[config.mk]
export PLATFORM = sky130hd
export DESIGN_NAME = gcmm_front
export DESIGN_NICKNAME = d
export VERILOG_FILES = /design/src/design/gcmm_pkg.sv /design/src/design/gcmm_front.sv
export SDC_FILE = /design/constraint.sdc
export NUM_CORES = 2
export LEC_CHECK = 0
export ABC_CLOCK_PERIOD_IN_PS = 2250
export BUFFER_PORTS_ARGS = -buffer_cell sky130_fd_sc_hd__buf_2
export CORE_MARGIN = 4
export CORE_UTILIZATION = 57
export DETAILED_ROUTE_END_ITERATION = 10
export HOLD_SLACK_MARGIN = 0.06
export PLACE_DENSITY = 0.76
export SYNTH_ARGS = -nofsm -noshare
export SYNTH_HDL_FRONTEND = slang
export SYNTH_SLANG_ARGS = --single-unit
[constraint.sdc]
create_clock -name clk -period 2.25 [get_ports clk]
set_input_delay 0.45 -clock clk [delete_from_list [all_inputs] [get_ports clk]]
set_output_delay 0.45 -clock clk [all_outputs]
set_load 0.05 [all_outputs]
[src/design/gcmm_pkg.sv]
// ---------------------------------------------------------------------------
// gcmm_pkg: shared types and constants for the gap cluster mode mean block
// Default sizes, fixed field widths and the back-end sequencer states.
// ---------------------------------------------------------------------------
`default_nettype none
package gcmm_pkg;
  localparam int MaxValuesDef = 256;
  localparam int ValueBitsDef = 12;
  localparam int SampleW      = 12;
  localparam int GapW         = 12;
  localparam int MeanW        = 20;
  localparam int CountW       = 9;
  localparam logic [GapW-1:0] MinGapReset = 12'd10;

  typedef enum logic [3:0] {
    BK_IDLE, BK_KEY_RD, BK_KEY_CAP, BK_RANK, BK_PLACE,
    BK_SCAN, BK_CLOSE, BK_PREP, BK_DIVIDE, BK_FINISH, BK_SEND
  } back_state_t;
endpackage
`default_nettype wire

[src/design/gcmm_front.sv]
// ---------------------------------------------------------------------------
// gcmm_front: set loader
// Writes incoming values into the store, counts them and hands a job on.
// ---------------------------------------------------------------------------
`default_nettype none
module gcmm_front import gcmm_pkg::*; #(
  parameter int MAX_VALUES = MaxValuesDef,
  parameter int VALUE_BITS = ValueBitsDef,
  localparam int AW = $clog2(MAX_VALUES),
  localparam int CW = $clog2(MAX_VALUES + 1)
) (
  input  wire logic                  clk,
  input  wire logic                  rst,
  input  wire logic                  s_axis_tvalid,
  output logic                       s_axis_tready,
  input  wire logic [15:0]           s_axis_tdata,
  input  wire logic                  s_axis_tlast,
  input  wire logic [AW-1:0]         st_raddr,
  output logic [VALUE_BITS-1:0]      st_rdata,
  input  wire logic                  st_free,
  output logic                       job_valid,
  input  wire logic                  job_ready,
  output logic [CW:0]                job_data
);
  logic [VALUE_BITS-1:0] store [MAX_VALUES];
  logic [CW-1:0]         count;
  logic                  ovf;
  logic                  hold;
  logic                  take;
  logic                  room;
  logic [VALUE_BITS-1:0] value;

  assign s_axis_tready = !hold && job_ready;
  assign take  = s_axis_tvalid && s_axis_tready;
  assign room  = count < CW'(MAX_VALUES);
  assign value = VALUE_BITS'(s_axis_tdata[SampleW-1:0]);

  assign job_valid = take && s_axis_tlast;
  assign job_data  = {(room ? count + 1'b1 : count), ovf | !room};

  always_ff @(posedge clk) begin
    if (take && room) begin
      store[count[AW-1:0]] <= value;
    end
    st_rdata <= store[st_raddr];
  end

  always_ff @(posedge clk) begin
    if (rst) begin
      count <= '0;
      ovf   <= 1'b0;
      hold  <= 1'b0;
    end else begin
      if (st_free) begin
        hold <= 1'b0;
      end
      if (take) begin
        if (s_axis_tlast) begin
          count <= '0;
          ovf   <= 1'b0;
          hold  <= 1'b1;
        end else if (room) begin
          count <= count + 1'b1;
        end else begin
          ovf <= 1'b1;
        end
      end
    end
  end
endmodule
`default_nettype wire

## Word-level counts from Yosys, hierarchy flattened

Memory sizes are Yosys's and may differ from the RTL's. A register that Yosys moved wholly into a read port is not among the register bits.
Cells that the tools add are included.

| word-level totals | value |
|---|---|
| register bits | 11 |
| bits in writable memories | 3072 |
| input port bits | 30 |
| output and inout port bits | 24 |
| logic and storage cells | 24 |
| memories | 1 |

Memory list:

| name | depth | bits a word | rd ports | clocked after memory_dff | wr ports | RTL line | source |
|---|---|---|---|---|---|---|---|
| store | 256 | 12 | 1 | 1 | 1 | gcmm_front.sv:25 | `logic [VALUE_BITS-1:0] store [MAX_VALUES];` |

| operators by class | value |
|---|---|
| add/subtract/negate cells | 1 |
| order comparisons | 1 |
| equality and inequality tests | 1 |
| mux-type cells | 9 |
| bitwise operators | 1 |
| reduce and logical (&&, ||, !) cells | 7 |

Operator list:

| operator | number |
|---|---|
| 9-bit two-way mux | 2 |
| 9-bit by 1-bit adder with 9-bit output, second input constant | 1 |
| 9-bit < comparator, second input constant | 1 |
| 1-bit two-way mux | 7 |
| 1-bit logical AND | 4 |
| 1-bit zero test | 2 |
| 2-bit inequality test, second input constant | 1 |
| 2-bit AND reduction | 1 |
| 1-bit bitwise OR | 1 |

## Longest topological paths before layout

| depth | value |
|---|---|
| depth after elaboration | 6 |
| depth in mapped cells | 12 |
| gate-level depth less buffers | 7 |

## Least setup slack after synthesis

No wires, ideal clock.

| timing path | value |
|---|---|
| path kind | input-to-reg |
| start point | in job_ready |
| end point | mem store[222][0] (netlist bit) (enable) |
| library setup time | 0.380 ns |
| data arrival time | 2.799 ns |
| required time | 1.870 ns |
| setup slack | -0.929 ns |
| stages | 6 |
| buffers on the path | 1 |
| path through | nor2b_1 -> and2_0 -> and3_1 -> nand3_1 -> clkbuf_1 -> nor2_1 |

| on the way | value |
|---|---|
| word-level cells in the longest chain between the ends | 5 |

Ends and longest elaborated chain:

| what | RTL line | source |
|---|---|---|
| from (decl) | gcmm_front.sv:22 | `input wire logic job_ready,` |
| 1-bit logical AND | gcmm_front.sv:33 | `assign s_axis_tready = !hold && job_ready;` |
| 1-bit logical AND | gcmm_front.sv:34 | `assign take = s_axis_tvalid && s_axis_tready;` |
| 1-bit logical AND | gcmm_front.sv:42 | `if (take && room) begin` |
| 1-bit two-way mux | gcmm_front.sv:42 |  |
| 1-bit two-way mux (not written as such) | gcmm_front.sv:43 | `store[count[AW-1:0]] <= value;` |
| to (decl) | gcmm_front.sv:25 |  |

Every way passes these cells.

## Worst setup path after layout

| timing path | value |
|---|---|
| start point | reg count[0] |
| end point | out job_data[8] |

| on the way | value |
|---|---|
| word-level cells in the longest chain between the ends | 2 |
| elaborated cells on any way between the ends | 3 |
| classes of those cells | add/sub: 1; order compare: 1; mux: 1 |

Ends and longest elaborated chain:

| what | RTL line | source |
|---|---|---|
| from (decl) | gcmm_front.sv:26 | `logic [CW-1:0] count;` |
| from (signal assigned) | gcmm_front.sv:63 | `count <= count + 1'b1;` |
| 9-bit by 1-bit adder with 9-bit output or 9-bit < comparator (tied branches) | gcmm_front.sv:39, gcmm_front.sv:35 |  |
| 9-bit two-way mux * | - |  |
| to (decl) | gcmm_front.sv:23 | `output logic [CW:0] job_data` |

Mark *: on every way between the ends. The rest lies on a longest branch, timed or not.

==> metrics.txt <==
status=finished with violations; failing checks=negative setup slack; area share of the leading cell type in the synthesized netlist=77.7%; area delta synth->final=21.6%; Rel. slew slack=35.6%; Slew Limit Fails=0; die area=216000 sq um; Pleak=46.8 nW; minimum clock period=about 2.8 ns; register bit total from synthesis=3095; Die Width=approximately 460 um; pwr dens=about 840 nW/um^2; Setup WS post-layout=-0.531 ns; Buffers on Ports=49; Seq/Total Area, Yosys=between 70% and 80%; MaxCap Viol Count=0; CTS tree=yes; top_reg_cell synth=edfxtp_1; hold slack=between 0.15 and 0.2 ns; H-tree levels=5; via count=65200; total clock sinks=between 3000 and 4000; top fanout value on the critical path=4; Residual DRC=0; largest net degree at the start of global routing=100; worst clock skew=0.0645 ns; Final period util=124%; clock buffer depth=4; global-route wire length before repair=467 mm; io pins=54; Mean Syn Cell Area=~21 sq um; gr usage total=between 20% and 30%; met3 WL=39.0 mm; R2R Path Start=store[202][9]$_DFFE_PP_; Slew @ Worst Pin=0.960 ns; hpwl dp=just under 200 mm; Hold WC Path Type=in -> reg; Setup CP Type=reg -> out; share of layout cells above drive strength 1=between 30% and 40%; Setup-failing EPs final=16; Post-synth top cells=3072 x edfxtp_1, 622 x mux4_2, 319 x nor2_1; Worst Setup Start Kind=register; ys async rst share=0%; DR iter-0 viols=between 9000 and 10000; Reg2Reg Setup Slack=-0.23 ns; RSZ-0062 raised after global routing=yes; Synth area leaders=edfxtp_1 78%, mux4_2 12%, mux2i_1 2.1%, a22oi_1 1.5%, nor2_1 1.0%; Hold Crit Start=job_ready; 1st-pass router iterations=6; Worst Reg-to-Reg Cells=6; Avg WL per Cell=33.6 um; Crit Reg-Reg Endpoint=st_rdata[9]$_DFF_P_; most frequent cell after synthesis=edfxtp_1; Yosys cell types=62; Crit. Startpoint=count[0]$_SDFFE_PP0N_; net count after synthesis=around 5600; Syn. warnings=0; floorplan row count=167; Worst EP required=1.80 ns; met1 wire length=113 mm; vias in the first global route=approximately 66000; clock slew at reported path FFs=roughly 0.060 ns; CP Capture Point=job_data[8]; starting density of the core=a little under three fifths; cts bufs inserted=317; cell taking the most area after synthesis=edfxtp_1; number of nets in the layout=around 6700; Worst setup EP type=output port; post-DR vias/cell=6.75; Arr. time, crit path=approximately 2.3 ns; core area=slightly above 200000 sq um; number of synthesized flops with an enable pin=approximately 3100; Pwr Total=121 mW; gpl congestion=0.893; Mapped Area=~120000 sq um; later-pin clock latency in the skew report=approximately 0.96 ns; fmax=roughly 360 MHz; final design utilization=69.7%; initial antenna violation count=15; Worst VDD drop=between 0.8 and 0.9 mV; grt total ovfl=0; drt total wl=324 mm; CTS Root Cell=clkbuf_16; Hold Fails Final Rpt=0; Post-Syn Instances=5564; DIE HEIGHT=between 400 and 500 um; wire length on met2=about 150 mm; Final ANT Viol Nets=0; highest routed layer=met5
==> through the flow <==
stage                     cell area, sq um  instances  worst slack (ns)  setup TNS [ns]
after floorplan                     119000       5564            -0.272         -457.79
final                               144000       9660            -0.531           -4.26
after global placement              133000       9069             -1.81          -52.01
after CTS                           144000       9643            -0.508           -4.38
after global routing                144000       9657            -0.658           -5.12
after detailed placement            133000       9071             -1.60          -80.40
==> routing by layer <==
metal  vias up  track usage (%)
met5         -                0
met2      4862             46.0
li1      25700                -
met4         6             14.2
met1     33700             40.6
met3       899             7.73
==> where the power goes <==
part	internal, mW	leakage [nW]	switching [mW]
Sequential	63.4	27.8	0.110
Combinational	2.78	14.2	4.26
Clock	29.6	4.83	21.3
==> final cells by class <==
cell class | count | area (sq um)
Tap cell | 2788 | 3490
Inverter | 7 | 28.8
Timing Repair Buffer | 1099 | 12200
Multi-Input combinational cell | 2123 | 26100
Clock buffer | 392 | 8380
Clock inverter | 153 | 1470
Antenna cell | 3 | 7.51
Sequential cell | 3095 | 92700
Fill cell | 11500 | 62700
==> worst max-delay path: stages, from the launching register on <==
cell	delay (ns)
dfxtp_4	0.38
inv_4	0.04
nor3_4	0.25
nand3_2	0.16
nor2_4	0.19
xor2_4	0.19
clkbuf_16	0.19
==> sequential cells by signal, summed over array words and instances (netlist names) <==
signal and cells:
store 3072, st_rdata 12, count 9, hold 1, ovf 1
==> cell families after synthesis <==
kind of cell / after synthesis / share of synthesized area [%]
buf+inv: 346 / 1.59
flops: 3095 / 78.1
compound gates: 678 / 4.05
fa+ha+maj: 4 / 0.0422
mux: 895 / 14.1
xor+xnor: 7 / 0.0517
simple gates: 539 / 2.03
==> cell usage in the layout, fill, tap and decap left out, drive strengths merged, types with 13 or more instances in the layout <==
master / instances
nor3: 34
a211oi: 25
o221ai: 82
dfxtp: 23
clkinv: 116
a22o: 13
clkbuf: 399
nor2: 321
a21oi: 150
nand2: 56
nor4: 47
a221oi: 32
nor2b: 15
a22oi: 244
bufinv: 28
nand3: 22
edfxtp: 3072
mux2: 26
buf: 1073
mux2i: 247
o21ai: 20
dlygate4sd3: 19
mux4: 622
o22ai: 48
==> repair_timing <==
| action | 4_1_cts | 5_1_grt |
|---|---|---|
| hold endpoints to repair | 397 | 0 |
| hold buffers | 19 | 0 |
| cloned | 0 | 1 |
| setup endpoints to repair | 635 | 301 |
| setup buffers | 12 | 16 |
| resized for setup | 149 | 128 |
| pin swaps | 44 | 36 |
==> how the worst min path moves through the flow <==
stage | endpoint | slack, ns | cells past startpoint
after floorplan | ovf$_SDFFE_PP0P_ | 0.43 | 2
after global placement | ovf$_SDFFE_PP0P_ | 0.45 | 2
after detailed placement | ovf$_SDFFE_PP0P_ | 0.46 | 2
after CTS | count[8]$_SDFFE_PP0N_ | 0.12 | 5
after global routing | store[182][3]$_DFFE_PP_ | 0.20 | 1
final | ovf$_SDFFE_PP0P_ | 0.18 | 5
No activity file was read; power rests on OpenSTA's default activity.
