### src/design/gcmm_pkg.sv
// ---------------------------------------------------------------------------
// gcmm_pkg: shared types and constants for the gap cluster mode mean block
// Default sizes, fixed field widths and the back-end sequencer states.
// ---------------------------------------------------------------------------
`default_nettype none
package gcmm_pkg;
  localparam int MaxValuesDef = 256;
  localparam int ValueBitsDef = 12;
  localparam int SampleW      = 12;
  localparam int GapW         = 12;
  localparam int MeanW        = 20;
  localparam int CountW       = 9;
  localparam logic [GapW-1:0] MinGapReset = 12'd10;

  typedef enum logic [3:0] {
    BK_IDLE, BK_KEY_RD, BK_KEY_CAP, BK_RANK, BK_PLACE,
    BK_SCAN, BK_CLOSE, BK_PREP, BK_DIVIDE, BK_FINISH, BK_SEND
  } back_state_t;
endpackage
`default_nettype wire

### src/design/gcmm_back.sv
// ---------------------------------------------------------------------------
// gcmm_back: sort, cluster scan and mean divide
// Rank sort into a second store, one scan pass, then a restoring divider.
// ---------------------------------------------------------------------------
`default_nettype none
module gcmm_back import gcmm_pkg::*; #(
  parameter int MAX_VALUES = MaxValuesDef,
  parameter int VALUE_BITS = ValueBitsDef,
  localparam int AW = $clog2(MAX_VALUES),
  localparam int CW = $clog2(MAX_VALUES + 1)
) (
  input  wire logic                  clk,
  input  wire logic                  rst,
  input  wire logic                  min_gap_we,
  input  wire logic [GapW-1:0]       min_gap_wdata,
  input  wire logic                  job_valid,
  output logic                       job_ready,
  input  wire logic [CW:0]           job_data,
  output logic [AW-1:0]              st_raddr,
  input  wire logic [VALUE_BITS-1:0] st_rdata,
  output logic                       st_free,
  output logic                       m_axis_tvalid,
  input  wire logic                  m_axis_tready,
  output logic [39:0]                m_axis_tdata
);
  localparam int SW   = VALUE_BITS + CW;
  localparam int DW   = SW + 8;
  localparam int NW   = $clog2(DW + 1);
  localparam int GW   = (VALUE_BITS > GapW) ? VALUE_BITS : GapW;
  localparam int QW   = (DW > MeanW) ? DW : MeanW;
  localparam int KW   = (CW > CountW) ? CW : CountW;

  back_state_t state, state_next;

  logic [GapW-1:0]       min_gap;
  logic [CW-1:0]         n;
  logic                  ovf;
  logic [CW-1:0]         i;
  logic [CW-1:0]         j;
  logic [AW-1:0]         jd;
  logic                  dv;
  logic [VALUE_BITS-1:0] key;
  logic [AW-1:0]         rank;
  logic [VALUE_BITS-1:0] sorted [MAX_VALUES];
  logic [VALUE_BITS-1:0] b_rd;
  logic [AW-1:0]         b_addr;
  logic [VALUE_BITS-1:0] prev;
  logic [CW-1:0]         cur_len;
  logic [SW-1:0]         cur_sum;
  logic [CW-1:0]         best_len;
  logic [SW-1:0]         best_sum;
  logic [CW-1:0]         clusters;
  logic [NW-1:0]         steps;
  logic [CW-1:0]         rem;
  logic [DW-1:0]         dq;
  logic [MeanW-1:0]      mean;
  logic [CountW-1:0]     members;
  logic [CountW-1:0]     total;
  logic                  ovf_out;

  logic                  less;
  logic                  split;
  logic [CW:0]           rem_sh;
  logic                  ge;
  logic [QW-1:0]         q_ext;
  logic [KW-1:0]         len_ext;
  logic [KW-1:0]         clu_ext;

  assign less   = (st_rdata < key) || ((st_rdata == key) && (jd < i[AW-1:0]));
  assign split  = GW'(b_rd - prev) >= GW'(min_gap);
  assign rem_sh = {rem, dq[DW-1]};
  assign ge     = rem_sh >= {1'b0, best_len};
  assign q_ext  = QW'(dq);
  assign len_ext = KW'(best_len);
  assign clu_ext = KW'(clusters);

  always_comb begin
    state_next = state;
    case (state)
      BK_IDLE:    if (job_valid) state_next = BK_KEY_RD;
      BK_KEY_RD:  state_next = BK_KEY_CAP;
      BK_KEY_CAP: state_next = BK_RANK;
      BK_RANK:    if (!dv && j == n) state_next = BK_PLACE;
      BK_PLACE:   state_next = (i + 1'b1 == n) ? BK_SCAN : BK_KEY_RD;
      BK_SCAN:    if (!dv && j == n) state_next = BK_CLOSE;
      BK_CLOSE:   state_next = BK_PREP;
      BK_PREP:    state_next = BK_DIVIDE;
      BK_DIVIDE:  if (steps == NW'(1)) state_next = BK_FINISH;
      BK_FINISH:  state_next = BK_SEND;
      BK_SEND:    if (m_axis_tready) state_next = BK_IDLE;
      default:    state_next = BK_IDLE;
    endcase
  end

  always_comb begin
    job_ready     = state == BK_IDLE;
    st_free       = (state == BK_PLACE) && (i + 1'b1 == n);
    m_axis_tvalid = state == BK_SEND;
    b_addr        = j[AW-1:0];
    case (state)
      BK_KEY_RD:  st_raddr = i[AW-1:0];
      BK_KEY_CAP: st_raddr = '0;
      default:    st_raddr = j[AW-1:0];
    endcase
  end

  assign m_axis_tdata = {1'b0, ovf_out, total, members, mean};

  always_ff @(posedge clk) begin
    if (rst) begin
      state   <= BK_IDLE;
      min_gap <= MinGapReset;
    end else begin
      state <= state_next;
      if (min_gap_we) min_gap <= min_gap_wdata;
    end
  end

  always_ff @(posedge clk) begin
    if (state == BK_PLACE) begin
      sorted[rank] <= key;
    end
    b_rd <= sorted[b_addr];
  end

  always_ff @(posedge clk) begin
    case (state)
      BK_IDLE: begin
        n   <= job_data[CW:1];
        ovf <= job_data[0];
        i   <= '0;
      end
      BK_KEY_CAP: begin
        key  <= st_rdata;
        j    <= CW'(1);
        jd   <= '0;
        dv   <= 1'b1;
        rank <= '0;
      end
      BK_RANK: begin
        if (dv && less) rank <= rank + 1'b1;
        if (j < n) begin
          jd <= j[AW-1:0];
          dv <= 1'b1;
          j  <= j + 1'b1;
        end else begin
          dv <= 1'b0;
        end
      end
      BK_PLACE: begin
        i  <= i + 1'b1;
        j  <= '0;
        dv <= 1'b0;
      end
      BK_SCAN: begin
        if (dv) begin
          prev <= b_rd;
          if (jd == '0) begin
            cur_len  <= CW'(1);
            cur_sum  <= SW'(b_rd);
            clusters <= CW'(1);
            best_len <= '0;
            best_sum <= '0;
          end else if (split) begin
            if (cur_len > best_len) begin
              best_len <= cur_len;
              best_sum <= cur_sum;
            end
            clusters <= clusters + 1'b1;
            cur_len  <= CW'(1);
            cur_sum  <= SW'(b_rd);
          end else begin
            cur_len <= cur_len + 1'b1;
            cur_sum <= cur_sum + SW'(b_rd);
          end
        end
        if (j < n) begin
          jd <= j[AW-1:0];
          dv <= 1'b1;
          j  <= j + 1'b1;
        end else begin
          dv <= 1'b0;
        end
      end
      BK_CLOSE: begin
        if (cur_len > best_len) begin
          best_len <= cur_len;
          best_sum <= cur_sum;
        end
      end
      BK_PREP: begin
        dq    <= {best_sum, 8'd0} + DW'(best_len >> 1);
        rem   <= '0;
        steps <= NW'(DW);
      end
      BK_DIVIDE: begin
        rem   <= ge ? CW'(rem_sh - {1'b0, best_len}) : CW'(rem_sh);
        dq    <= {dq[DW-2:0], ge};
        steps <= steps - 1'b1;
      end
      BK_FINISH: begin
        mean    <= |(q_ext >> MeanW) ? '1 : q_ext[MeanW-1:0];
        members <= |(len_ext >> CountW) ? '1 : len_ext[CountW-1:0];
        total   <= |(clu_ext >> CountW) ? '1 : clu_ext[CountW-1:0];
        ovf_out <= ovf;
      end
      default: begin
      end
    endcase
  end
endmodule
`default_nettype wire

### config.mk
export PLATFORM = sky130hd
export DESIGN_NAME = gcmm_back
export DESIGN_NICKNAME = d
export VERILOG_FILES = /design/src/design/gcmm_pkg.sv /design/src/design/gcmm_back.sv
export SDC_FILE = /design/constraint.sdc
export NUM_CORES = 2
export LEC_CHECK = 0
export BUFFER_PORTS_ARGS = -buffer_cell sky130_fd_sc_hd__buf_2
export CAP_MARGIN = 40
export CORE_MARGIN = 2
export CORE_UTILIZATION = 30
export DETAILED_ROUTE_END_ITERATION = 8
export PLACE_DENSITY = 0.48
export SLEW_MARGIN = 10
export SYNTH_ARGS = -nofsm -noshare
export SYNTH_HDL_FRONTEND = slang
export SYNTH_SLANG_ARGS = --single-unit
### constraint.sdc
create_clock -name clk -period 13.6 [get_ports clk]
set_clock_uncertainty 0.2 [all_clocks]
set_input_delay 0.68 -clock clk [delete_from_list [all_inputs] [get_ports clk]]
set_output_delay 0.68 -clock clk [all_outputs]
set_load 0.1 [all_outputs]
# ---- After elaboration in Yosys (flattened, before gate mapping)
# Memory sizes are Yosys's and may differ from the RTL's. A register that Yosys moved wholly into a read port is not among the register bits.
# Index checks and enable logic that the tools add are counted.
dict set report word_totals {
  wordCells 125
  out_inout_bits 51
  n_memories 1
  register_bits 236
  latch_bits 0
  romBits 0
  inputBits 39
  mem_bits_rw 3072
}
# memory depth word_bits read_ports rd_clocked_by_memory_dff wr line
set mem_list {}
lappend mem_list {sorted 256 12 1 1 1 gcmm_back.sv:44} ;# logic [VALUE_BITS-1:0] sorted [MAX_VALUES];
dict set report op_classes {
  n_bitwise 0
  shifts 0
  div_mod_pow 0
  n_addsub 10
  order_cmp 6
  n_reduce_logical 25
  muxes 36
  n_eq_ne 23
  n_mul 0
}
# op n
set ops {}
lappend ops {{two-way mux 21 bit} 4}
lappend ops {{two-way mux 9 bit} 7}
lappend ops {{one-hot mux 29 bit (2 select lines)} 1}
lappend ops {{one-hot mux 9 bit (2 select lines)} 3}
lappend ops {{one-hot mux 8 bit (2 select lines)} 3}
lappend ops {{one-hot mux 4 bit (11 select lines)} 1}
lappend ops {{one-hot mux 21 bit (2 select lines)} 1}
lappend ops {{adder 9 x 1 -> 9 bit, second input constant} 4}
lappend ops {{adder 29 x 8 -> 29 bit} 1}
lappend ops {{one-hot mux 9 bit (3 select lines)} 1}
lappend ops {{two-way mux 12 bit} 2}
lappend ops {{adder 21 x 12 -> 21 bit} 1}
lappend ops {{two-way mux 4 bit} 5}
lappend ops {{== test 9 bit} 2}
lappend ops {{== test 4 x 3 -> 1 bit, second input constant} 4}
lappend ops {{two-way mux 8 bit} 2}
lappend ops {{== test 12 bit} 1}
lappend ops {{== test 4 bit, second input constant} 3}
lappend ops {{>= comparator 12 bit} 1}
lappend ops {{less-than comparator 12 bit} 1}
lappend ops {{!= test 2 bit, second input constant} 6}
lappend ops {{nonzero test 2 bit} 6}
lappend ops {{subtractor 12 bit} 1}
lappend ops {{>= comparator 10 x 9 -> 1 bit} 1}
lappend ops {{other kinds (26)} 38}

# ---- Logic depth before layout (Yosys ltp)
dict set report logic_depth {
  word_depth 6
  mapped_depth 20
  mapped_depth_nobuf 18
}

# ---- Worst setup path before layout
# Ideal clock, no wire load.
dict set report synth_timing {
  kind {register -> output}
  from {register state[1]}
  to {output port job_ready}
  arrival_ns 4.526
  stages_incl_launch_ff 4
  t_required_ns 12.720
  path_buffers 2
  setup_slack_ns 8.194
  cell_sequence {dfxtp_1 -> clkbuf_1 -> buf_1 -> nor4_1}
}
dict set report synth_between {
  elab_chain_len 1
}
# element line
set synth_rtl {}
lappend synth_rtl {{from (decl)} gcmm_back.sv:33} ;# back_state_t state, state_next;
lappend synth_rtl {{from (signal assigned)} gcmm_back.sv:114} ;# state <= state_next;
lappend synth_rtl {{logical NOT 4 bit} gcmm_back.sv:96} ;# job_ready = state == BK_IDLE;
lappend synth_rtl {{to (decl)} gcmm_back.sv:17} ;# output logic job_ready,
# No other way between the ends.

==> impl_results.md <==
- Die Area: roughly 0.45 sq mm
- Leak: 51.56 nW
- First-pass GRT wire length: 567,200 um
- I/O Buffers: 88
- Worst path required time: 14,240 ps
- Max Buffers Root-to-Sink: 4
- Root buffer cell: clkbuf_16
- Post-DP HPWL: approximately 250,000 um
- Most common cell in the netlist: edfxtp_1
- Hold Crit Class: input port to register
- Gr usage total: 17.60%
- Final ANT Viol Nets: 0
- Final setup fails: 0
- H-Tree Depth: 5
- Worst VDD drop: about 0.00012 V
- Slew margin rel.: 5.103%
- Iter 0 DRT Violations: between 8,000 and 9,000
- Clock Sink Count: 3,320
- Vias in the first global route: between 60,000 and 70,000
- Final Hold Vio Count: 0
- Sequential-to-total area share from yosys stat: 74.58%
- Fillcell total: 41,250
- Number of synthesized register bits: 3,320
- Largest net degree at the start of global routing: 193
- Critical path endpoint category: register
- Cts bufs inserted: 365
- Final Power: 24.49 mW
- Standard-cell rows: around 240
- Crit-path max FO: 36
- Syn_nets: 7,015
- Setup TNS: 0 ps
- CTS-repair resized insts: 0
- Setup crit start kind: register
- DIE WIDTH: ~670 um
- Area grow syn2layout: 16.84%
- DRC viols: 0
- Setup Buffers After CTS: 0
- Die H: 670.6 um
- Dpl ws: 7829 ps
- Routability cong.: 0.8256
- Final Non-Filler Cells: 13,690
- Worst-case reg-to-reg path depth: 11
- Hold Path Depth: 2
- Share of cells above drive strength 1: roughly 22%
- 1st-pass router iterations: 6
- Synth top cells by count: 3,292 x edfxtp_1, 521 x mux2i_1, 450 x mux4_2, 449 x nor2_1, 232 x nand2_1
- Arrival time worst endpoint: 6520 ps
- Wire per inst: 29.72 um
- Tcrit/Tclk final: 43.26%
- Dpl cell area: 0.1434 sq mm
- Drt total wl: 406,900 um
- Synth Instances: ~6,900
- Post-synth EDFFs: approximately 3,300
- Worst Tran Pin Value: ~1400 ps
- RSZ-0062 raised after global routing: no
- Initial antenna violation count: 24
- Most common flop cell mapped by yosys: edfxtp_1
- Core Box Area: between 0.4 and 0.5 sq mm
- Highest achievable clock rate: 170.0 MHz
- Synth warn: 0
- Max-slew violations: 0
- DP Cell Count: about 13,000
- CTS tree: yes
- Synth area leader: edfxtp_1
- Max-cap violations: 0
- Final WS setup: 7717 ps
- Hold Buf Count CTS: 59
- FFs w/ async S/R, synth: 0%
- Top cell type's share of synthesized area: 74.16%
- Via/cell ratio: 5.167
- WS Path Type: register to register
- Clk slew on worst S/H paths: 60 ps
- Distinct cells, synth: 83
- Final #Nets: 7,615
- Starting Density: 30.15%
- Status: finished, final reports clean
- Synthesized area: 0.1333 sq mm
- Avg Inst Size Synth: between 15 and 20 sq um
- Synth area leaders: edfxtp_1 74%, mux4_2 7.6%, mux2i_1 3.9%
- I/O pin cnt: 90
- GR Overflow Total: 0
- Clk_lat worst skew: 970 ps
- Crit path time final: slightly below 6000 ps
- PD cells: 157.3 mW/mm^2
- Via count: 70,750
- Final Cell Area: roughly 0.16 sq mm
-- metal layers --
layer	up-vias	global-route usage, %	part of all wire [%]	wire length [um]
met5	-	0	0.0066	27
met4	4	4.685	2.8	11530
met3	560	2.722	6.8	27510
met2	2786	27.96	46	188900
met1	37910	25.13	44	179000
li1	29490	-	-	-
-- cells by family after synthesis --
logic type	synth area share (%)
fa+ha+maj	0.8993
xor+xnor	0.4731
buf+inv	2.571
compound gates	4.047
flops	74.58
mux	14.06
simple gates	3.366
other cells	0.002813
-- metrics by stage --
step | util (%) | hold slack (ps)
6_report | 35.23 | 232.0
5_1_grt | 35.23 | 196.2
4_1_cts | 35.18 | 152.7
3_5_place_dp | 32.45 | 213.5
3_3_place_gp | 31.92 | 220.9
2_1_floorplan | - | 200.3
-- path summary, 6_finish.rpt --
kind                from  endpoint  slack [ps]
max                 j[2]   b_rd[7]        7720
min          job_data[0]       ovf         230
max reg2reg         j[2]   b_rd[7]        7720
min reg2reg          ovf   ovf_out         240
-- power breakdown --
group          total, mW  switching (mW)  internal, mW
Sequential          11.6           0.134          11.5
Combinational       3.27            2.22          1.05
Clock               9.63            4.14          5.49
Total               24.5            6.48          18.0
-- state kept, by name (all words and copies together), names as in the netlist, 12 cells and up --
signal and cells:
sorted 3072, mean 20, dq 29, key 12, best_sum 21, prev 12
b_rd 12, cur_sum 21, min_gap 12
-- cells in the final DEF (no fill, tap or decap), types with 21 or more instances in the layout --
master	count
buf_8	95
buf_12	22
nand4_1	23
nor3_1	76
clkinv_1	77
clkbuf_1	95
clkinv_2	60
nand3_1	55
clkbuf_16	368
xor2_1	31
nor2_1	329
a21oi_1	174
dlygate4sd3_1	59
inv_1	82
ha_1	91
a211oi_1	21
nor2_2	116
buf_2	102
a22oi_1	68
dfxtp_1	28
nand2_1	230
mux4_2	450
bufinv_16	26
edfxtp_1	3292
or2_2	27
and3_1	23
o22ai_1	116
o21ai_0	114
mux4_1	125
buf_4	309
mux2i_1	521
nor2b_1	28
a31oi_1	23
xnor2_1	41
o221ai_1	154
-- worst max-delay path, stage by stage (launching register included) --
cell,delay (ps)
edfxtp_1,690
buf_4,460
buf_4,580
nand2_4,310
buf_4,420
buf_4,330
buf_4,360
o221ai_1,540
nor3_1,110
nor4_1,770
nand4_1,440
a2111oi_2,440
-- area by class of cell --
class / instances / area [sq um] / area share (%)
well taps: 5904 / 7387 / 4.743
clock buffers: 463 / 9565 / 6.142
clock inverters: 200 / 1947 / 1.250
diodes: 9 / 22.52 / 0.01446
flip-flops and latches: 3320 / 99420 / 63.83
inverters: 85 / 331.6 / 0.2129
multi-input cells: 3084 / 31020 / 19.92
repair buffers: 626 / 6045 / 3.881
Note: power is estimated with default switching activity, not from simulation.
