## src/design/gcmm_pkg.sv

```systemverilog
// ---------------------------------------------------------------------------
// gcmm_pkg: shared types and constants for the gap cluster mode mean block
// Default sizes, fixed field widths and the back-end sequencer states.
// ---------------------------------------------------------------------------
`default_nettype none
package gcmm_pkg;
  localparam int MaxValuesDef = 256;
  localparam int ValueBitsDef = 12;
  localparam int SampleW      = 12;
  localparam int GapW         = 12;
  localparam int MeanW        = 20;
  localparam int CountW       = 9;
  localparam logic [GapW-1:0] MinGapReset = 12'd10;

  typedef enum logic [3:0] {
    BK_IDLE, BK_KEY_RD, BK_KEY_CAP, BK_RANK, BK_PLACE,
    BK_SCAN, BK_CLOSE, BK_PREP, BK_DIVIDE, BK_FINISH, BK_SEND
  } back_state_t;
endpackage
`default_nettype wire

```

## src/design/gcmm_queue.sv

```systemverilog
// ---------------------------------------------------------------------------
// gcmm_queue: two-entry job queue
// Decouples the loader from the sort and scan sequencer.
// ---------------------------------------------------------------------------
`default_nettype none
module gcmm_queue import gcmm_pkg::*; #(
  parameter int WIDTH = 10
) (
  input  wire logic             clk,
  input  wire logic             rst,
  input  wire logic             in_valid,
  output logic                  in_ready,
  input  wire logic [WIDTH-1:0] in_data,
  output logic                  out_valid,
  input  wire logic             out_ready,
  output logic [WIDTH-1:0]      out_data
);
  logic [WIDTH-1:0] slot [2];
  logic             wp;
  logic             rp;
  logic [1:0]       fill;
  logic             push;
  logic             pop;

  assign in_ready  = fill != 2'd2;
  assign out_valid = fill != 2'd0;
  assign out_data  = slot[rp];
  assign push      = in_valid && in_ready;
  assign pop       = out_valid && out_ready;

  always_ff @(posedge clk) begin
    if (push) begin
      slot[wp] <= in_data;
    end
  end

  always_ff @(posedge clk) begin
    if (rst) begin
      wp   <= 1'b0;
      rp   <= 1'b0;
      fill <= '0;
    end else begin
      if (push) wp <= !wp;
      if (pop)  rp <= !rp;
      fill <= fill + {1'b0, push} - {1'b0, pop};
    end
  end
endmodule
`default_nettype wire

```

## config.mk

```make
export PLATFORM = sky130hd
export DESIGN_NAME = gcmm_queue
export DESIGN_NICKNAME = d
export VERILOG_FILES = /design/src/design/gcmm_pkg.sv /design/src/design/gcmm_queue.sv
export SDC_FILE = /design/constraint.sdc
export NUM_CORES = 1
export LEC_CHECK = 0
export ABC_AREA = 1
export BUFFER_PORTS_ARGS = -buffer_cell sky130_fd_sc_hd__buf_2
export CAP_MARGIN = 10
export CORE_ASPECT_RATIO = 1.4
export CORE_UTILIZATION = 41
export CTS_CLUSTER_SIZE = 28
export DETAILED_ROUTE_END_ITERATION = 10
export GPL_TIMING_DRIVEN = 0
export HOLD_SLACK_MARGIN = 0.02
export PLACE_DENSITY_LB_ADDON = 0.1
export SYNTH_ARGS = -nofsm -noshare
export SYNTH_HDL_FRONTEND = slang
export SYNTH_SLANG_ARGS = --single-unit
```

## constraint.sdc

```tcl
create_clock -name clk -period 4.2 [get_ports clk]
set_clock_uncertainty 0.2 [all_clocks]
set_input_delay 0.84 -clock clk [delete_from_list [all_inputs] [get_ports clk]]
set_output_delay 0.84 -clock clk [all_outputs]
set_load 0.01 [all_outputs]
```

Word level (Yosys, flattened, before mapping)
Memory sizes are Yosys's and may differ from the RTL's. A register that Yosys moved wholly into a read port is not among the register bits.
Cells that the tools add are included.
{ "totals": {"reg_bits": 4, "input_bits": 14, "mem_bits_rw": 20, "word_cells": 16, "mem_count": 1, "out_inout_bits": 12} }
{ "mem_list": {"columns": ["memory", "words", "width", "rd", "rd_clocked_by_memory_dff", "write_ports", "line", "text"], "rows": [
  ["slot", 2, 10, 1, 1, 1, "gcmm_queue.sv:18", "logic [WIDTH-1:0] slot [2];"]
]} }
{ "classes": {"add_sub_neg": 2, "eq_ne": 1, "n_mux": 4, "reduce_logical": 5} }
{ "op_table": {"columns": ["op", "n"], "rows": [
  ["$mux 1", 4],
  ["$add 2x1->2", 1],
  ["$logic_and 1x1->1", 2],
  ["$logic_not 1->1", 2],
  ["$ne 2x2->1 const B", 1],
  ["$reduce_bool 2->1", 1],
  ["$sub 2x1->2", 1]
]} }

Depth between registers and ports, before layout
Gate-level depths: netlist of the first run.
{ "logic_depth": {"depth_word": 4, "depth_mapped": 11} }

Least setup slack after synthesis of the first run
Ideal clock, no wire load.
{ "synth_path": {"path_type": "input to register", "start": "input port in_valid", "end": "memory slot[0][0], enable pin", "required_time_ns": 3.624, "t_arrival_ns": 1.353, "stages": 2, "n_path_buf": 0, "setup_time_ns": 0.376, "setup_slack_ns": 2.270, "path_cell_list": "nand2_4 -> nor2_1"} }
{ "synth_via": {"elab_chain_cells": 3} }
{ "synth_rtl": {"columns": ["item", "line", "text"], "rows": [
  ["start: declaration", "gcmm_queue.sv:11", "input wire logic in_valid,"],
  ["$logic_and 1x1->1", "gcmm_queue.sv:28", "assign push = in_valid && in_ready;"],
  ["$mux 1", "gcmm_queue.sv:32", "if (push) begin"],
  ["$mux 1 (implied by the code)", "gcmm_queue.sv:33", "slot[wp] <= in_data;"],
  ["end: declaration", "gcmm_queue.sv:18", null]
]} }
Every way passes these cells.

==> flow_summary.toml, run 1 <==
[run_status]
outcome = "finished, violations left"
violations = "DRC"

[logic_synthesis]
synthFlopType = "edfxtp_1"
synthArstFlopShare = 0
synth_area_um2 = 983
synth_common_cells = "20 x edfxtp_1, 10 x mux2_2, 8 x inv_1"
synth_top_area_share = 0.611
syn_inst = 67
synth_most_common_cell = "edfxtp_1"
synth_fp_nets = 82
synth.ff_latch_count = 25
avgSynthCellArea_um2 = 14.7
ys_seq_area_frac = 0.712
ys_warn_count = 0
synth_edf_count = 20
yosys.area.top_type = "edfxtp_1"
synth.distinct_cells = 16
synthTopCellsByArea = "edfxtp_1 61%, mux2_2 11%, dfxtp_1 10%"

[drt]
vias_per_cell = 4.87
dr_wl_met2_um = 699
antenna_left = 0
met1Wirelength_um = 519
drc_errors = 2
wl_met3_um = 57
drt-total-wl_mm = 1.32
wl_per_cell_um = 11.2
highest_layer = "met4"
vias = 575
dr.pass1.iters = 7
drt_iter0_markers = 7

[worst_setup_path]
cp-end-kind = "primary output"
critPathMaxStageDelay_ns = 0.35
critPathBufInv = 2
cp_data_required_time_ns = 3.16
critPathArrivalTime_ns = 1.30
criticalPathCategory = "reg -> out"
crit_chain = "buf_4, mux2_2, buf_2"
crit_family = "multiplexers"
cpMaxStageDelayCell = "mux2_2"
rr_startpoint = "fill[0]"
path_max_fanout = 10
cp-start-kind = "register"

[global_route]
grt.overflow.total = 0
grt_pass1_vias = 531
grt_pass1_wl_mm = 2.01
grt_util_all_layers = 0.113
grt_max_degree = 14
antenna_found_initial = 0

[clock_tree]
cts_buffers = 3
cts.sinks = 25
ctsLongestPathBuffers = 2
cts_root_buf = "clkbuf_4"
cts-resized-gates = 0
clock_latency_ns = 0.31
cts_tree = "built"
h-tree-depth = 1
post_cts_buffers = 0
clkTransAtPathRegs_ns = 0.12
postCtsHoldBufs = 0

[sta]
period_share = 0.556
max-slew-margin-rel = 0.438
rsz0062_at_grt = "false"
period_minus_slack_ns = 2.34
fmax_ghz = 0.428
slew_viol_final = 0
setup_tns_ns = 0
worst_slack_ns = 1.86
tightest_slew_ns = 0.840
setup_violations = 0
finalHoldViolations = 0

[floorplanning]
fp.dieH_um = 60.0
ioPinCount = 26
coreArea_mm2 = 0.00223
die_area_mm2 = 0.00260
fp-row-count = 20
fp.dieW_um = 43.4
start_util = 0.442

[placed_design]
routabilityCongestion = 0.625
dp_slack_ns = 1.92
io_buffers = 25
hpwlAfterDp_um = 969

[layout]
diodes = 0
nets = 112
area_growth_pct = 18.2
drive_above_1_share = 0.469

[job]
maxCapViolCount = 0

[power]
power_density_mw_per_mm2 = 566
p_leak_uw = 0.000470
max-vdd-ir-drop_mv = 0.279

[min_path]
hp-class = "reg -> reg"
worstHoldStart = "rp"
worst paths after layout:
check | to | slack (ns) | cells after the start
setup / recovery | out_data[5] | 1.86 | 3
hold / removal | rp | 0.32 | 2
setup reg to reg | slot[0][1] | 2.38 | 4
hold reg to reg | rp | 0.32 | 2
placed cells by master, fill, tap and decap left out:
| cell | n |
|---|---|
| buf_2 | 25 |
| edfxtp_1 | 20 |
| mux2_2 | 10 |
| inv_1 | 8 |
| nor2_1 | 6 |
| nand2_1 | 6 |
| dfxtp_1 | 5 |
| clkbuf_4 | 3 |
| nor2_2 | 2 |
| a21oi_1 | 2 |
| nand2_2 | 1 |
| buf_4 | 1 |
| nand2_4 | 1 |
| nor2_4 | 1 |
| xnor2_1 | 1 |
| nor3_2 | 1 |
| nand3_1 | 1 |
| ha_1 | 1 |
| clkbuf_1 | 1 |
worst reg2reg max path: cells and delay by family, from the launching register on:
family        cells  cell delay (ns)
flops             1             0.39
buf+inv           1             0.06
simple gates      3             0.80
per-stage QoR:
step | instances | hold WS (ns) | cell area [um2] | utilization | power (uW)
finish | 118 | 0.322 | 1160 | 0.522 | 658
CTS | 118 | 0.332 | 1160 | 0.522 | 669
floorplan | 67 | 0.267 | 983 | - | 499
global route | 118 | 0.367 | 1160 | 0.522 | 702
detailed placement | 114 | 0.303 | 1140 | 0.510 | 568
global placement | 114 | 0.281 | 1140 | 0.510 | 562
layer usage:
layer,GRT usage,up-vias
met1,0.105,268
li1,-,285
met2,0.201,17
met3,0.0211,5
met4,0.107,0
met5,0,-
logic make-up (layout without fill, tap and decap cells):
kind of cell | Yosys count | in the layout | share of synthesized area
flip-flops | 25 | 25 | 0.712
AND/OR/NAND/NOR | 19 | 19 | 0.103
multiplexers | 10 | 10 | 0.115
buffers and inverters | 9 | 38 | 0.0382
AO/OA/AOI/OAI | 2 | 2 | 0.0102
adder cells (fa/ha/maj) | 1 | 1 | 0.0127
XOR/XNOR | 1 | 1 | 0.00891
flip-flops by register name, indices dropped and copies added (netlist names), named ones only:
register and cells:
slot 20, wp 1, fill 2, rp 1
layout make-up:
type / instances / area (um2)
sequential: 25 / 701
timing repair buffer: 25 / 125
inverter: 8 / 30.0
tap: 22 / 27.5
fill: 200 / 1060
clock buffer: 4 / 26.3
buffer: 1 / 7.51
multi-input combinational: 33 / 245
where the power goes:
part	switching [uW]	internal, uW	total, uW	leakage (uW)
Sequential	18.2	318	336	0.000228
Clock	63.2	37.1	100	0.0000150
Combinational	123	99.4	222	0.000227
(Power assumes the default switching activity.)
==> run 2: changes to the inputs <==
--- a/config.mk
+++ b/config.mk
@@ -5,7 +5,7 @@
 export SDC_FILE = /design/constraint.sdc
 export NUM_CORES = 1
 export LEC_CHECK = 0
-export ABC_AREA = 1
+export ABC_AREA = 0
 export BUFFER_PORTS_ARGS = -buffer_cell sky130_fd_sc_hd__buf_2
 export CAP_MARGIN = 10
 export CORE_ASPECT_RATIO = 1.4
==> constraint.sdc (replaced) <==
create_clock -name clk -period 2.3 [get_ports clk]
set_clock_uncertainty 0.2 [all_clocks]
set_input_delay 0.46 -clock clk [delete_from_list [all_inputs] [get_ports clk]]
set_output_delay 0.46 -clock clk [all_outputs]
set_load 0.01 [all_outputs]
==> run 2 against run 1 <==
The run now ends clean. Register-to-register slack got worse by 1.8 ns. Global-route usage increased by 0.77 points. First-iteration DRC count increased by 140%. Setup slack got worse by 1.6 ns. Wire length increased by 7.3%. Core utilization increased by 0.20 points. Via count increased by 0.17%. Sequential power increased by 72%. Non-clock buffer count unchanged. Largest power group unchanged. Highest routed layer unchanged.
==> flow_summary.toml, run 2 <==
[worst_setup_path]
critPathArrivalTime_ns = 1.35
crit_family = "buffers and inverters"
cp-start-kind = "register"
rrSetupSlack_ns = 0.63
cp_data_required_time_ns = 1.64
critPathBufInv = 2
path_max_fanout = 10
cp-end-kind = "primary output"
crit_cells = 3
critPathMaxStageDelay_ns = 0.36
crit_top_cell = "buf_2"
criticalPathCategory = "reg -> out"
reg2regPathDepth = 6
cpMaxStageDelayCell = "mux2_2"
crit_chain = "buf_2, mux2_2, buf_2"

[layout]
final_util = 0.524
final_cell_mix = "26 x buf_2, 20 x edfxtp_1, 10 x mux2_2, 5 x dfxtp_1, 4 x nor2_1"
diodes = 0
area_growth_pct = 18.4
fillers = 208
largest_reg_flops = 20
regMostFlops = "slot"
drive_above_1_share = 0.472
reg_top3 = "slot: 20 flops, fill: 2 flops"
layout_commonest_cell = "buf_2"
nets = 105

[job]
maxCapViolCount = 0

[logic_synthesis]
synth_compound_gate_area_share = 0.0449
ys_warn_count = 0
synth_top_area_share = 0.616
ys_seq_area_frac = 0.719
synth_top_family_by_area = "multiplexers"
synth_common_cells = "20 x edfxtp_1, 10 x mux2_2, 5 x dfxtp_1"
yosys.area.top_type = "edfxtp_1"
synthMuxAreaShare = 0.116
synth_edf_count = 20
synthFlopType = "edfxtp_1"
synth.distinct_cells = 23
synth_area_um2 = 975
syn_inst = 60
avgSynthCellArea_um2 = 16.2
synth_fp_nets = 75
synth.ff_latch_count = 25
synthSimpleGateAreaFrac = 0.0899
synth_most_common_cell = "edfxtp_1"
synth-adder-area-share = 0.0128
synthArstFlopShare = 0
synth_xor_xnor_area_share = 0.00899
synthTopCellsByArea = "edfxtp_1 62%, mux2_2 12%, dfxtp_1 10%"

[power]
clkPwrFrac = 0.178
switching_share = 0.264
p_leak_uw = 0.000457
p_switching_uw = 272
power_frac_comb = 0.262
power_density_mw_per_mm2 = 893
p_seq_frac = 0.560
intPower_uw = 758
max-vdd-ir-drop_mv = 0.429

[global_route]
grt_max_degree = 14
antenna_found_initial = 0
grt_pass1_wl_mm = 2.22
grt_pass1_vias = 567
grt_util_all_layers = 0.121
grt.overflow.total = 0

[placed_design]
io_buffers = 25
routabilityCongestion = 0.620
dp_slack_ns = 0.402
hpwlAfterDp_mm = 1.06

[min_path]
hp-class = "in -> reg"
worstHoldPathCells = 1

[floorplanning]
start_util = 0.443
die_area_mm2 = 0.00258
coreArea_mm2 = 0.00220
fp-row-count = 20
ioPinCount = 26
fp.dieH_um = 59.7
fp.dieW_um = 43.2

[sta]
worst_slack_ns = 0.290
fmax_ghz = 0.497
setup_tns_ns = 0
max-slew-margin-rel = 0.692
rsz0062_at_grt = "false"
tightest_slew_ns = 0.462
finalHoldViolations = 0
slew_viol_final = 0
period_minus_slack_ns = 2.01
period_share = 0.874
setup_violations = 0

[run_status]
outcome = "finished, final reports clean"

[clock_tree]
clkTransAtPathRegs_ns = 0.13
post_cts_buffers = 0
cts.sinks = 25
clock_latency_ns = 0.30
cts_tree = "built"
cts_buffers = 3
h-tree-depth = 1
postCtsHoldBufs = 0
cts-resized-gates = 0
ctsLongestPathBuffers = 2
cts_root_buf = "clkbuf_4"

[drt]
drc_errors = 0
drt-total-wl_mm = 1.42
drt_iter0_markers = 17
vias = 576
vias_per_cell = 5.19
dr.pass1.iters = 2
antenna_left = 0
wl_per_cell_um = 12.8
==> run 2: cell count changes in the layout (fill, tap and decap cells not counted), sizes merged, moves of 2 or more <==
| cell | previous run | this run |
|---|---|---|
| nor2 | 9 | 4 |
| inv | 8 | 1 |
| o21ai | 0 | 2 |
| and3 | 0 | 2 |
| nand2 | 8 | 0 |
==> run 2: stage by stage <==
stage                     power, uW  std cells  hold WS, ns  instance area [um2]
after CTS                      1040        111        0.130                 1150
after global placement          856        107        0.287                 1130
after detailed placement        863        107        0.300                 1130
after floorplan                 768         60        0.272                  975
final                          1030        111        0.134                 1150
after global routing           1080        111        0.119                 1150
==> run 2: path summary, 6_finish.rpt <==
| check | startpoint | endpoint |
|---|---|---|
| max | register | out_data[0] |
| min | in_data[0] | slot[1][0] |
| min reg2reg | rp | register |
| max reg2reg | fill[1] | fill[1] |
==> run 2: power by group through the flow <==
stage,Clock [uW],Sequential (uW),Combinational (uW)
global route,204,587,293
global placement,0,585,271
detailed placement,0,588,275
CTS,190,578,277
finish,183,577,270
floorplan,0,581,187
==> run 2: cell type report <==
cell class	instances	area (um2)	area share
buffer	1	5.00	0.00434
clock buffer	4	26.3	0.0228
inverter	1	3.75	0.00325
multi-input combinational	33	265	0.230
sequential	25	701	0.607
tap	22	27.5	0.0239
timing repair buffer	25	125	0.108
==> run 2: per-layer routing <==
metal / GRT usage / vias up / part of all wire
met4: 0.0779 / 0 / 0.011
met1: 0.111 / 274 / 0.37
met3: 0.0272 / 2 / 0.049
met5: 0 / - / 0
met2: 0.230 / 15 / 0.56
li1: - / 285 / -
==> run 2: kinds of logic after synthesis <==
kind of cell,count (synthesis)
simple gates,15
xor+xnor,1
flops,25
mux,10
buf+inv,2
compound gates,6
fa+ha+maj,1
==> run 2: worst reg2reg max path: stages, from the launching register on <==
cell,delay (ns)
dfxtp_1,0.43
and2b_1,0.19
o21ba_2,0.14
nor2_1,0.04
ha_1,0.19
nor4_1,0.29
nor3_1,0.08
==> run 3: changes to the inputs <==
--- a/config.mk
+++ b/config.mk
@@ -15,6 +15,7 @@
 export GPL_TIMING_DRIVEN = 0
 export HOLD_SLACK_MARGIN = 0.02
 export PLACE_DENSITY_LB_ADDON = 0.1
+export RECOVER_POWER = 100
 export SYNTH_ARGS = -nofsm -noshare
 export SYNTH_HDL_FRONTEND = slang
 export SYNTH_SLANG_ARGS = --single-unit
==> run 3 against run 2 <==
Non-clock buffer count unchanged. Combinational power down 4%. Clock power about the same. Sequential share of layout area up 0.87 points. Critical path type unchanged. Largest power group unchanged. Cell area down 1.4%. Clock-buffer cell count unchanged. Core utilization down 0.74 points.
==> flow_summary.toml, run 3 (synthesized netlist as in run 2, its figures left out) <==
[run_status]
outcome = "finished, final reports clean"

[power]
max-vdd-ir-drop_mv = 0.419
p_leak_uw = 0.000421
power_density_mw_per_mm2 = 895

[clock_tree]
clkTransAtPathRegs_ns = 0.13
postCtsHoldBufs = 0
cts.sinks = 25
ctsLongestPathBuffers = 2
post_cts_buffers = 0
cts_root_buf = "clkbuf_4"
h-tree-depth = 1
cts-resized-gates = 0
cts_buffers = 3
cts_tree = "built"
clock_latency_ns = 0.30

[worst_setup_path]
critPathMaxStageDelay_ns = 0.37
crit_family = "buffers and inverters"
cp_data_required_time_ns = 1.64
critPathBufInv = 2
crit_chain = "clkbuf_2, mux2_2, clkbuf_1"
criticalPathCategory = "reg -> out"
cpMaxStageDelayCell = "mux2_2"
path_max_fanout = 10
cp-start-kind = "register"
critPathArrivalTime_ns = 1.36
cp-end-kind = "primary output"

[sta]
max-slew-margin-rel = 0.692
setup_tns_ns = 0
rsz0062_at_grt = "false"
period_share = 0.879
finalHoldViolations = 0
setup_violations = 0
slew_viol_final = 0
fmax_ghz = 0.495
tightest_slew_ns = 0.462
period_minus_slack_ns = 2.02

[layout]
fin_area_mm2 = 0.00114
reg_top3 = "slot: 20 flops, fill: 2 flops"
largest_reg_flops = 20
regMostFlops = "slot"
fillers = 212
drive_above_1_share = 0.326
nets = 105
diodes = 0
area_growth_pct = 16.7
final_cell_mix = "20 x edfxtp_1, 14 x clkbuf_1, 12 x buf_2, 10 x mux2_2, 5 x dfxtp_1"
layout_commonest_cell = "edfxtp_1"

[placed_design]
routabilityCongestion = 0.620
io_buffers = 25
hpwlAfterDp_mm = 1.06
placed_cell_area_mm2 = 0.00113

[global_route]
grt_pass1_wl_mm = 2.22
grt.overflow.total = 0
grt_max_degree = 14
grt_util_all_layers = 0.121
grt_pass1_vias = 567
antenna_found_initial = 0

[drt]
dr.pass1.iters = 2
drt_iter0_markers = 17
antenna_left = 0
wl_per_cell_um = 12.8
drc_errors = 0
drt-total-wl_mm = 1.42
vias = 577
vias_per_cell = 5.20

[floorplanning]
fp.dieH_um = 59.7
die_area_mm2 = 0.00258
fp.dieW_um = 43.2
coreArea_mm2 = 0.00220
start_util = 0.443
fp-row-count = 20
ioPinCount = 26

[job]
maxCapViolCount = 0

[min_path]
hp-class = "in -> reg"
## run 3: report_power, final
part | switching, uW | total, uW | internal (uW)
clock | 115 | 183 | 67.5
sequential | 26.2 | 578 | 552
combinational | 132 | 258 | 125
## run 3: metal layers
metal	GRT usage	vias up	share of wire
met5	0	-	0
met4	0.0779	0	0.011
met1	0.111	274	0.38
li1	-	286	-
met2	0.230	15	0.56
met3	0.0272	2	0.047
## run 3: path summary, 6_finish.rpt
check,slack (ns),start,to,cells past startpoint
worst max-delay path,0.28,register,out_data[0],3
worst min-delay path,0.13,in_data[0],slot[1][0],1
worst max register to register,0.63,fill[1],fill[1],6
worst min register to register,0.33,rp,register,2
## run 3: through the flow
stage / util / worst slack, ns / cells / total power (uW) / hold slack [ns]
after global placement: 0.512 / 0.460 / 107 / 856 / 0.287
final: 0.516 / 0.279 / 111 / 1020 / 0.134
after detailed placement: 0.512 / 0.402 / 107 / 863 / 0.300
after floorplan: - / 0.641 / 60 / 768 / 0.272
after global routing: 0.516 / 0.193 / 111 / 1070 / 0.119
after CTS: 0.524 / 0.252 / 111 / 1040 / 0.130
## run 3: final cells by class
cell class / count / area, um2 / area share
plain buffers: 1 / 5.00 / 0.00440
clock buffers: 4 / 26.3 / 0.0231
inverters: 1 / 3.75 / 0.00330
multi-input cells: 33 / 265 / 0.233
flip-flops and latches: 25 / 701 / 0.616
well taps: 22 / 27.5 / 0.0242
repair buffers: 25 / 109 / 0.0957
